$ cat config.mk
export PLATFORM = sky130hd
export DESIGN_NAME = rtc_date_check_weekday_bcd_core
export DESIGN_NICKNAME = d
export VERILOG_FILES = /design/src/rtcdw_pkg.sv /design/src/rtc_date_check_weekday_bcd_core.sv
export SDC_FILE = /design/constraint.sdc
export NUM_CORES = 1
export LEC_CHECK = 0
export BUFFER_PORTS_ARGS = -buffer_cell sky130_fd_sc_hd__buf_2
export CAP_MARGIN = 20
export CORE_ASPECT_RATIO = 2
export CORE_MARGIN = 2
export CORE_UTILIZATION = 30
export CTS_BUF_LIST = sky130_fd_sc_hd__clkbuf_8
export CTS_CLUSTER_SIZE = 28
export DETAILED_ROUTE_END_ITERATION = 7
export GPL_TIMING_DRIVEN = 1
export MAX_ROUTING_LAYER = met4
export PLACE_DENSITY = 0.55
export SLEW_MARGIN = 20
export SYNTH_ARGS = -nofsm -noshare
export SYNTH_HDL_FRONTEND = slang
export SYNTH_SLANG_ARGS = --single-unit
$ cat constraint.sdc
create_clock -name clk -period 10.3 [get_ports clk]
set_input_delay 1.03 -clock clk [delete_from_list [all_inputs] [get_ports clk]]
set_output_delay 1.03 -clock clk [all_outputs]
set_load 0.01 [all_outputs]
$ cat src/rtcdw_pkg.sv
// ----------------------------------------------------------------------------
// rtcdw_pkg
// Shared types, constants and helper functions for the RTC date check core.
// ----------------------------------------------------------------------------
package rtcdw_pkg;

    // Result status codes
    typedef enum logic [1:0] {
        ST_OK       = 2'd0,
        ST_RANGE    = 2'd1,
        ST_MONTHEND = 2'd2
    } status_t;

    // Field range limits
    localparam logic [7:0] SEC_MAX   = 8'd59;
    localparam logic [7:0] MIN_MAX   = 8'd59;
    localparam logic [7:0] HOUR_MAX  = 8'd23;
    localparam logic [7:0] DAY_MAX   = 8'd31;
    localparam logic [7:0] MONTH_MAX = 8'd12;
    localparam logic [7:0] YEAR_MAX  = 8'd99;

    // Packed stream widths
    localparam int IN_DATA_W  = 48;
    localparam int OUT_DATA_W = 48;
    localparam int OUT_USER_W = 2;

    // Non-leap month length, month 1..12
    function automatic logic [4:0] month_len(input logic [3:0] m);
        logic [4:0] len;
        case (m)
            4'd2:                       len = 5'd28;
            4'd4, 4'd6, 4'd9, 4'd11:    len = 5'd30;
            default:                    len = 5'd31;
        endcase
        return len;
    endfunction

    // Days before the month, reduced mod 7
    function automatic logic [2:0] days_before_mod7(input logic [3:0] m);
        logic [2:0] r;
        case (m)
            4'd1:    r = 3'd0;  // 0
            4'd2:    r = 3'd3;  // 31
            4'd3:    r = 3'd3;  // 59
            4'd4:    r = 3'd6;  // 90
            4'd5:    r = 3'd1;  // 120
            4'd6:    r = 3'd4;  // 151
            4'd7:    r = 3'd6;  // 181
            4'd8:    r = 3'd2;  // 212
            4'd9:    r = 3'd5;  // 243
            4'd10:   r = 3'd0;  // 273
            4'd11:   r = 3'd3;  // 304
            4'd12:   r = 3'd5;  // 334
            default: r = 3'd0;
        endcase
        return r;
    endfunction

    // Two BCD digits of v (v in 0..99); tens digit via multiply by 205/2048
    function automatic logic [7:0] to_bcd(input logic [6:0] v);
        logic [14:0] prod;
        logic [3:0]  tens;
        prod = 15'(v) * 15'd205;
        tens = prod[14:11];
        return 8'(v) + 8'(tens) * 8'd6;
    endfunction

    // s mod 7 for s in 0..255: quotient estimate 73/512 is floor or floor-1
    function automatic logic [2:0] mod7(input logic [7:0] s);
        logic [15:0] prod;
        logic [7:0]  q;
        logic [7:0]  r;
        prod = 16'(s) * 16'd73;
        q    = 8'(prod >> 9);
        r    = s - 8'(q * 8'd7);
        if (r >= 8'd7)
        begin
            r = r - 8'd7;
        end
        return r[2:0];
    endfunction

endpackage

$ cat src/rtc_date_check_weekday_bcd_core.sv
// ----------------------------------------------------------------------------
// rtc_date_check_weekday_bcd_core
// Checks a binary date/time, computes the weekday and packs RTC BCD bytes.
// ----------------------------------------------------------------------------
// Usage:
//   Input stream (s_axis_*): one item per date/time, six binary bytes in
//   s_axis_tdata. Output stream (m_axis_*): one item per input item, the
//   status in m_axis_tuser and the seven BCD register fields in m_axis_tdata.
//   Status 0 is ok, 1 a field out of range, 2 a day past the month's end
//   (29 February included); on any error all BCD fields are zero.
//   The item is captured in an input register; the checks, weekday and BCD
//   encoding run in one pass and land in the result register. Throughput
//   is one item per cycle; both registers advance together whenever the
//   result register is empty or being taken.
//   When the receiver stalls, the result holds and the input register still
//   takes one more item; s_axis_tready drops only when both are full.
//   Reset clears both valid flags; no other state is kept.
// ----------------------------------------------------------------------------
module rtc_date_check_weekday_bcd_core
(
    input  logic        clk,
    input  logic        rst_n,
    // Input stream
    input  logic        s_axis_tvalid,
    output logic        s_axis_tready,
    // [7:0] year_in, [15:8] month_in, [23:16] day_in, [31:24] hour_in,
    // [39:32] minute_in, [47:40] second_in
    input  logic [47:0] s_axis_tdata,
    // Output stream
    output logic        m_axis_tvalid,
    input  logic        m_axis_tready,
    // [6:0] second_bcd, [13:7] minute_bcd, [19:14] hour_bcd,
    // [22:20] weekday_bcd, [28:23] day_bcd, [33:29] month_bcd,
    // [41:34] year_bcd, [47:42] zero
    output logic [47:0] m_axis_tdata,
    // [1:0] status
    output logic [1:0]  m_axis_tuser
);

    // Pipeline control
    logic        in_valid_reg;
    logic        out_valid_reg;
    logic        advance;

    // Input register
    logic [47:0] in_data_reg;

    // Result register
    logic [47:0] out_data_reg;
    logic [47:0] out_data_next;
    rtcdw_pkg::status_t out_status_reg;
    rtcdw_pkg::status_t out_status_next;

    // Unpacked input fields
    logic [7:0]  year_v;
    logic [7:0]  month_v;
    logic [7:0]  day_v;
    logic [7:0]  hour_v;
    logic [7:0]  minute_v;
    logic [7:0]  second_v;

    // Check and weekday intermediates
    logic        range_err;
    logic        monthend_err;
    logic        leap_add;
    logic [4:0]  quad_cnt;
    logic [7:0]  wd_sum;
    logic [2:0]  weekday;

    // BCD encodings of the fields
    logic [7:0]  second_bcd_v;
    logic [7:0]  minute_bcd_v;
    logic [7:0]  hour_bcd_v;
    logic [7:0]  day_bcd_v;
    logic [7:0]  month_bcd_v;
    logic [7:0]  year_bcd_v;

    // Handshake: both stages move when the result slot frees up
    assign advance       = !out_valid_reg || m_axis_tready;
    assign s_axis_tready = !in_valid_reg || advance;
    assign m_axis_tvalid = out_valid_reg;
    assign m_axis_tdata  = out_data_reg;
    assign m_axis_tuser  = out_status_reg;

    assign year_v   = in_data_reg[7:0];
    assign month_v  = in_data_reg[15:8];
    assign day_v    = in_data_reg[23:16];
    assign hour_v   = in_data_reg[31:24];
    assign minute_v = in_data_reg[39:32];
    assign second_v = in_data_reg[47:40];

    // Range and month-length checks
    always_comb
    begin
        range_err = (second_v > rtcdw_pkg::SEC_MAX) || (minute_v > rtcdw_pkg::MIN_MAX) ||
                    (hour_v > rtcdw_pkg::HOUR_MAX) || (day_v == 8'd0) ||
                    (day_v > rtcdw_pkg::DAY_MAX) || (month_v == 8'd0) ||
                    (month_v > rtcdw_pkg::MONTH_MAX) || (year_v > rtcdw_pkg::YEAR_MAX);
        monthend_err = (day_v > 8'(rtcdw_pkg::month_len(month_v[3:0])));
    end

    // Weekday: 365 = 1 mod 7, so the sum reduces to small terms
    always_comb
    begin
        leap_add = (month_v[3:0] > 4'd2) && (year_v[1:0] == 2'b00);
        quad_cnt = 5'((year_v[6:0] + 7'd3) >> 2);
        wd_sum   = 8'(day_v[4:0]) + 8'(rtcdw_pkg::days_before_mod7(month_v[3:0])) +
                   8'(leap_add) + 8'(year_v[6:0]) + 8'(quad_cnt) + 8'd5;
        weekday  = rtcdw_pkg::mod7(wd_sum);
    end

    // Two-digit BCD of each field
    assign second_bcd_v = rtcdw_pkg::to_bcd(second_v[6:0]);
    assign minute_bcd_v = rtcdw_pkg::to_bcd(minute_v[6:0]);
    assign hour_bcd_v   = rtcdw_pkg::to_bcd(hour_v[6:0]);
    assign day_bcd_v    = rtcdw_pkg::to_bcd(day_v[6:0]);
    assign month_bcd_v  = rtcdw_pkg::to_bcd(month_v[6:0]);
    assign year_bcd_v   = rtcdw_pkg::to_bcd(year_v[6:0]);

    // Result assembly
    always_comb
    begin
        out_data_next = '0;
        if (range_err)
        begin
            out_status_next = rtcdw_pkg::ST_RANGE;
        end
        else if (monthend_err)
        begin
            out_status_next = rtcdw_pkg::ST_MONTHEND;
        end
        else
        begin
            out_status_next       = rtcdw_pkg::ST_OK;
            out_data_next[6:0]    = second_bcd_v[6:0];
            out_data_next[13:7]   = minute_bcd_v[6:0];
            out_data_next[19:14]  = hour_bcd_v[5:0];
            out_data_next[22:20]  = weekday;
            out_data_next[28:23]  = day_bcd_v[5:0];
            out_data_next[33:29]  = month_bcd_v[4:0];
            out_data_next[41:34]  = year_bcd_v;
        end
    end

    // Valid flags
    always_ff @(posedge clk or negedge rst_n)
    begin
        if (!rst_n)
        begin
            in_valid_reg  <= 1'b0;
            out_valid_reg <= 1'b0;
        end
        else
        begin
            if (s_axis_tready)
            begin
                in_valid_reg <= s_axis_tvalid;
            end
            if (advance)
            begin
                out_valid_reg <= in_valid_reg;
            end
        end
    end

    // Payload registers
    always_ff @(posedge clk)
    begin
        if (s_axis_tready && s_axis_tvalid)
        begin
            in_data_reg <= s_axis_tdata;
        end
        if (advance && in_valid_reg)
        begin
            out_data_reg   <= out_data_next;
            out_status_reg <= out_status_next;
        end
    end

    // Checks
    a_status_code: assert property (@(posedge clk) disable iff (!rst_n)
        m_axis_tvalid |-> (m_axis_tuser != 2'd3))
        else $error("invalid status code on output");

    a_error_zero: assert property (@(posedge clk) disable iff (!rst_n)
        (m_axis_tvalid && (m_axis_tuser != rtcdw_pkg::ST_OK)) |-> (m_axis_tdata == '0))
        else $error("error result carries nonzero data");

    a_weekday_range: assert property (@(posedge clk) disable iff (!rst_n)
        m_axis_tvalid |-> (m_axis_tdata[22:20] != 3'd7))
        else $error("weekday out of range");

    a_stall_full: assert property (@(posedge clk) disable iff (!rst_n)
        !s_axis_tready |-> (in_valid_reg && out_valid_reg && !m_axis_tready))
        else $error("input stalled with a free slot");

endmodule
==> reports/qor.txt, run 1 <==
Max cap viols: 0
TNS Setup: 0 ns
Core Box Area: 0.0394 mm²
Die Width: 145 µm
Most used cell along the critical path: ha_1
Layout cells sized above 1: 11.6%
Row count: 103
Layout fillers: 4,102
Final number of hold-violating endpoints: 0
Achievable frequency: 103 MHz
HP Class: in2async
Clk buf depth: 2
Setup-failing EPs final: 0
Port-buffer cells: 97
Vias in the first global route: 8,662
Synth cell types: 67
Final Cell Area: 0.0133 mm²
Num ports: 104
Routed WL: 26,900 µm
Critical Path RT: 10.57 ns
Status: finished clean
Die area: 0.0416 mm²
Cts hold-fix bufs: 0
Tmin final: 9.72 ns
DRC viols: 0
Post-Syn Area per Cell: 10.8 µm²
Post-Syn Instances: 1,104
Initial Util: 30.3%
Worst-Margin Slew: 0.747 ns
Synth Cell Area: 0.0120 mm²
Commonest cells after routing, fill and taps aside: 324 x ha_1, 167 x inv_1, 97 x buf_2, 92 x edfxtp_1, 73 x fa_1
CTS H-tree lvls: 3
CP max stage cell: edfxtp_1
Initial antenna violation count: 1
Routability congestion estimate: 0.821
Synth Warn #: 0
Final HPWL DP: 22,900 µm
Global-route wire length before repair: 43,300 µm
Async S/R FF share, synth: 2.06%
#FFs+latches synth: 97
Setup Buffers After CTS: 0
Area of the multi-input gates: 0.00841 mm²
CTS buffer count: 9
Antenna-violating nets left: 0
Worst-path clk slew: 0.11 ns
Clock Latency Late Sink: 0.42 ns
Startpoint types: flip-flop
Final slew viol count: 0
Synthesis-to-layout area growth: 11.3%
Nets@finish: 1,658
Commonest non-fill, non-tap cell in the layout: ha_1
DRT Pass-1 Iters: 6
Clock Skews: 0.0113 ns
FF+latch area: 0.00287 mm²
# clock sinks: 97
Via count: 8,187
Crit. End Element: flip-flop
Critical Setup Path Class: reg2reg
Drt initial violations: 220
CTS root buf: clkbuf_8
DR vias/cell: 4.71
Total GRT Usage: 13.6%
RSZ-0062 raised after global routing: no
Post-synth EDFFs: 92
Grt ovf: 0
Cts repair resizes: 0
Top FF cell, synth: edfxtp_1
Chip height: 286 µm
Routed wire per std cell: 15.5 µm
Rel. slew slack: 50.2%
CP peak stage delay: 0.48 ns
Area post-placement: 0.0131 mm²
Seq/Total Area, Yosys: 24.0%
Fin crit share: 94.4%
Max FFs per register: 48
Critical path fanouts, max: 7
CP arrival: 9.99 ns
TritonCTS clock tree: built
Largest net degree at the start of global routing: 49
stage by stage:
step	setup WS, ns	cells	hold slack, ns	utilization, %
floorplan	1.40	1109	0.449	-
global placement	0.661	1723	0.461	33.1
detailed placement	0.503	1723	0.478	33.1
CTS	0.466	1739	0.340	33.7
global route	0.0767	1740	0.352	33.7
finish	0.579	1740	0.368	33.7
final timing paths:
kind	startpoint	to	slack [ns]	cells after the start
min in group clk	in_valid_reg	m_axis_tvalid	0.50	1
max	in_data_reg[1]	m_axis_tdata[20]	0.58	36
max reg2reg	in_data_reg[1]	m_axis_tdata[20]	0.58	36
max in group asynchronous	rst_n	m_axis_tvalid	9.84	1
min	rst_n	in_valid_reg	0.37	1
min reg2reg	in_valid_reg	m_axis_tvalid	0.50	1
layer usage:
metal / GRT usage, % / share of wire [%]
met1: 13.6 / 38
met2: 26.7 / 56
met3: 1.75 / 3.1
met4: 5.27 / 3.0
met5: - / 0
cell type report:
type / instances / share of cell area (%)
well taps: 525 / 4.94
multi-input cells: 833 / 63.2
repair buffers: 100 / 3.82
inverters: 168 / 4.75
diodes: 1 / 0.0188
clock buffers: 9 / 0.931
flip-flops and latches: 97 / 21.6
clock inverters: 7 / 0.715
kinds of logic (layout without fill, tap and decap cells):
| logic type | Yosys count | after routing | share of synthesized area, % |
|---|---|---|---|
| AOI/OAI and AO/OA | 179 | 179 | 10.2 |
| xor gates and xnor gates | 89 | 89 | 6.58 |
| adders and majority gates | 397 | 397 | 46.1 |
| buffers and inverters | 179 | 284 | 5.89 |
| DFF | 97 | 97 | 24.0 |
| muxes | 3 | 3 | 0.251 |
| other | 1 | 7 | 0.0314 |
| and+or+nand+nor | 159 | 159 | 6.89 |
cell usage after synthesis (4+ instances only):
master,count,share of area [%]
ha_1,324,34
inv_1,167,5.2
edfxtp_1,92,23
fa_1,73,12
a21oi_1,63,2.6
xnor2_1,57,4.2
nor2_1,49,1.5
a21o_1,37,2.3
xor2_1,31,2.3
nand2_1,22,0.69
and2_1,19,0.99
o21ai_0,16,0.67
nand3_1,15,0.63
a31o_2,7,0.51
nand4_1,7,0.37
or2_2,7,0.37
a41o_1,6,0.50
buf_4,6,0.38
nand2b_1,6,0.31
nor2b_1,6,0.31
a211oi_1,5,0.31
and3_1,5,0.26
nor3_1,5,0.21
nor4_1,5,0.26
o21ai_1,5,0.21
o211ai_1,4,0.25
o21bai_1,4,0.25
critical path, delay by kind of cell (launching register included):
kind                       cells  cell delay [ns]
xor gates and xnor gates       4             0.79
buffers and inverters          2             0.27
and+or+nand+nor                7             1.58
AOI/OAI and AO/OA             10             2.32
DFF                            1             0.48
adders and majority gates     13             4.10
Power of run 1 is left out: the tool's default activity adds up to more than one toggle a clock period on the data nets, which glitch-free logic cannot reach.
==> run 2: changes to the inputs <==
- CORE_ASPECT_RATIO: 2 -> 1.2
==> run 2 against run 1 <==
Against the previous run: setup slack improved by 0.22 ns; clock skew increased by 0.022 ns; first-iteration DRC count increased by 4.5%; non-clock buffer count increased by 2; sequential cell count unchanged; critical path depth decreased by 1; via count decreased by 1.8%; maximum frequency increased by 2.3%; routed wire length decreased by 4.6%; count of clock-buffer cells in the layout unchanged; worst hold slack got worse by 0.047 ns; core utilization about the same; largest cell class unchanged; highest routed layer unchanged.
==> reports/qor.txt, run 2 (synthesis gave the netlist of run 1 again) <==
Max FFs per register: 48
Routed wire per std cell: 14.7 µm
Routed WL: 25,700 µm
Status: finished clean
Rel. slew slack: 53.6%
TNS Setup: 0 ns
TritonCTS clock tree: built
Max cap viols: 0
Most used cell along the critical path: ha_1
Critical Path RT: 10.60 ns
Synthesis-to-layout area growth: 11.5%
Startpoint types: flip-flop
DRT Pass-1 Iters: 4
CTS root buf: clkbuf_8
Total GRT Usage: 13.6%
Largest net degree at the start of global routing: 45
CTS H-tree lvls: 3
Achievable frequency: 105 MHz
Layout fillers: 4,057
DR vias/cell: 4.60
CP peak stage delay: 0.54 ns
Num ports: 104
Die area: 0.0415 mm²
Setup slack on the worst flop-to-flop path: 0.80 ns
Layout cells sized above 1: 11.9%
Antenna-violating nets left: 0
Drt initial violations: 230
Chip height: 223 µm
Final slew viol count: 0
Diodes inserted: 0
Critical path fanouts, max: 7
Commonest cells after routing, fill and taps aside: 324 x ha_1, 166 x inv_1, 97 x buf_2, 92 x edfxtp_1, 73 x fa_1
HP Class: in2async
DRC viols: 0
Commonest non-fill, non-tap cell in the layout: ha_1
Worst-path clk slew: 0.13 ns
Initial Util: 30.2%
# clock sinks: 97
Clock Latency Late Sink: 0.47 ns
Final HPWL DP: 21,200 µm
Global-route wire length before repair: 42,400 µm
Crit. End Element: flip-flop
Port-buffer cells: 97
CP max stage cell: edfxtp_1
RSZ-0062 raised after global routing: no
Tmin final: 9.50 ns
Worst-Margin Slew: 0.696 ns
Cts hold-fix bufs: 0
Nets@finish: 1,660
Clk buf depth: 2
CTS buffer count: 9
Via count: 8,040
Setup-failing EPs final: 0
Clock Skews: 0.0332 ns
WHS: 0.321 ns
Initial antenna violation count: 0
Row count: 80
Routability congestion estimate: 0.829
Final number of hold-violating endpoints: 0
Vias in the first global route: 8,437
CP arrival: 9.80 ns
Fin crit share: 92.2%
Grt ovf: 0
Die Width: 186 µm
Critical Setup Path Class: reg2reg
Core Box Area: 0.0395 mm²
[run 2: final cells by class]
type / instances / area [µm²] / share of cell area [%]
well taps: 533 / 667 / 5.00
inverters: 168 / 632 / 4.74
clock buffers: 9 / 124 / 0.929
flip-flops and latches: 97 / 2870 / 21.6
clock inverters: 7 / 96.3 / 0.723
multi-input cells: 833 / 8420 / 63.1
repair buffers: 102 / 523 / 3.92
[run 2: critical path, delay by kind of cell, from the launching register on]
family	cells	cell delay [ns]
adder cells (fa/ha/maj)	13	4.17
AND/OR/NAND/NOR	7	1.59
flip-flops	1	0.54
AO/OA/AOI/OAI	10	2.33
buffers and inverters	1	0.09
XOR/XNOR	4	0.64
[run 2: worst paths after layout]
check,start,to,depth (start not counted)
min in group clk,in_valid_reg,m_axis_tvalid,1
setup / recovery,in_data_reg[2],m_axis_tdata[20],35
hold reg to reg,in_valid_reg,m_axis_tvalid,1
max in group asynchronous,rst_n,in_valid_reg,1
hold / removal,rst_n,m_axis_tvalid,1
setup reg to reg,in_data_reg[2],m_axis_tdata[20],35
[run 2: through the flow]
step	instance area (µm²)	std cells	util, %	worst slack (ns)
floorplan	12000	1109	-	1.40
global placement	13100	1731	33.1	0.734
detailed placement	13100	1731	33.1	0.489
CTS	13300	1747	33.6	0.467
global route	13300	1749	33.7	0.0508
finish	13300	1749	33.7	0.800
[run 2: timing repair]
item / CTS / global route
buffers inserted: 0 / 2
endpoints found under the setup margin: 0 / 3
gates resized for setup: 0 / 3
[run 2: metal layers]
metal,global-route usage (%),routed length (µm)
met5,-,0
met4,3.48,303
met3,2.03,558
met2,23.3,13100
met1,16.7,11800
Power of run 2 is left out for the same reason.
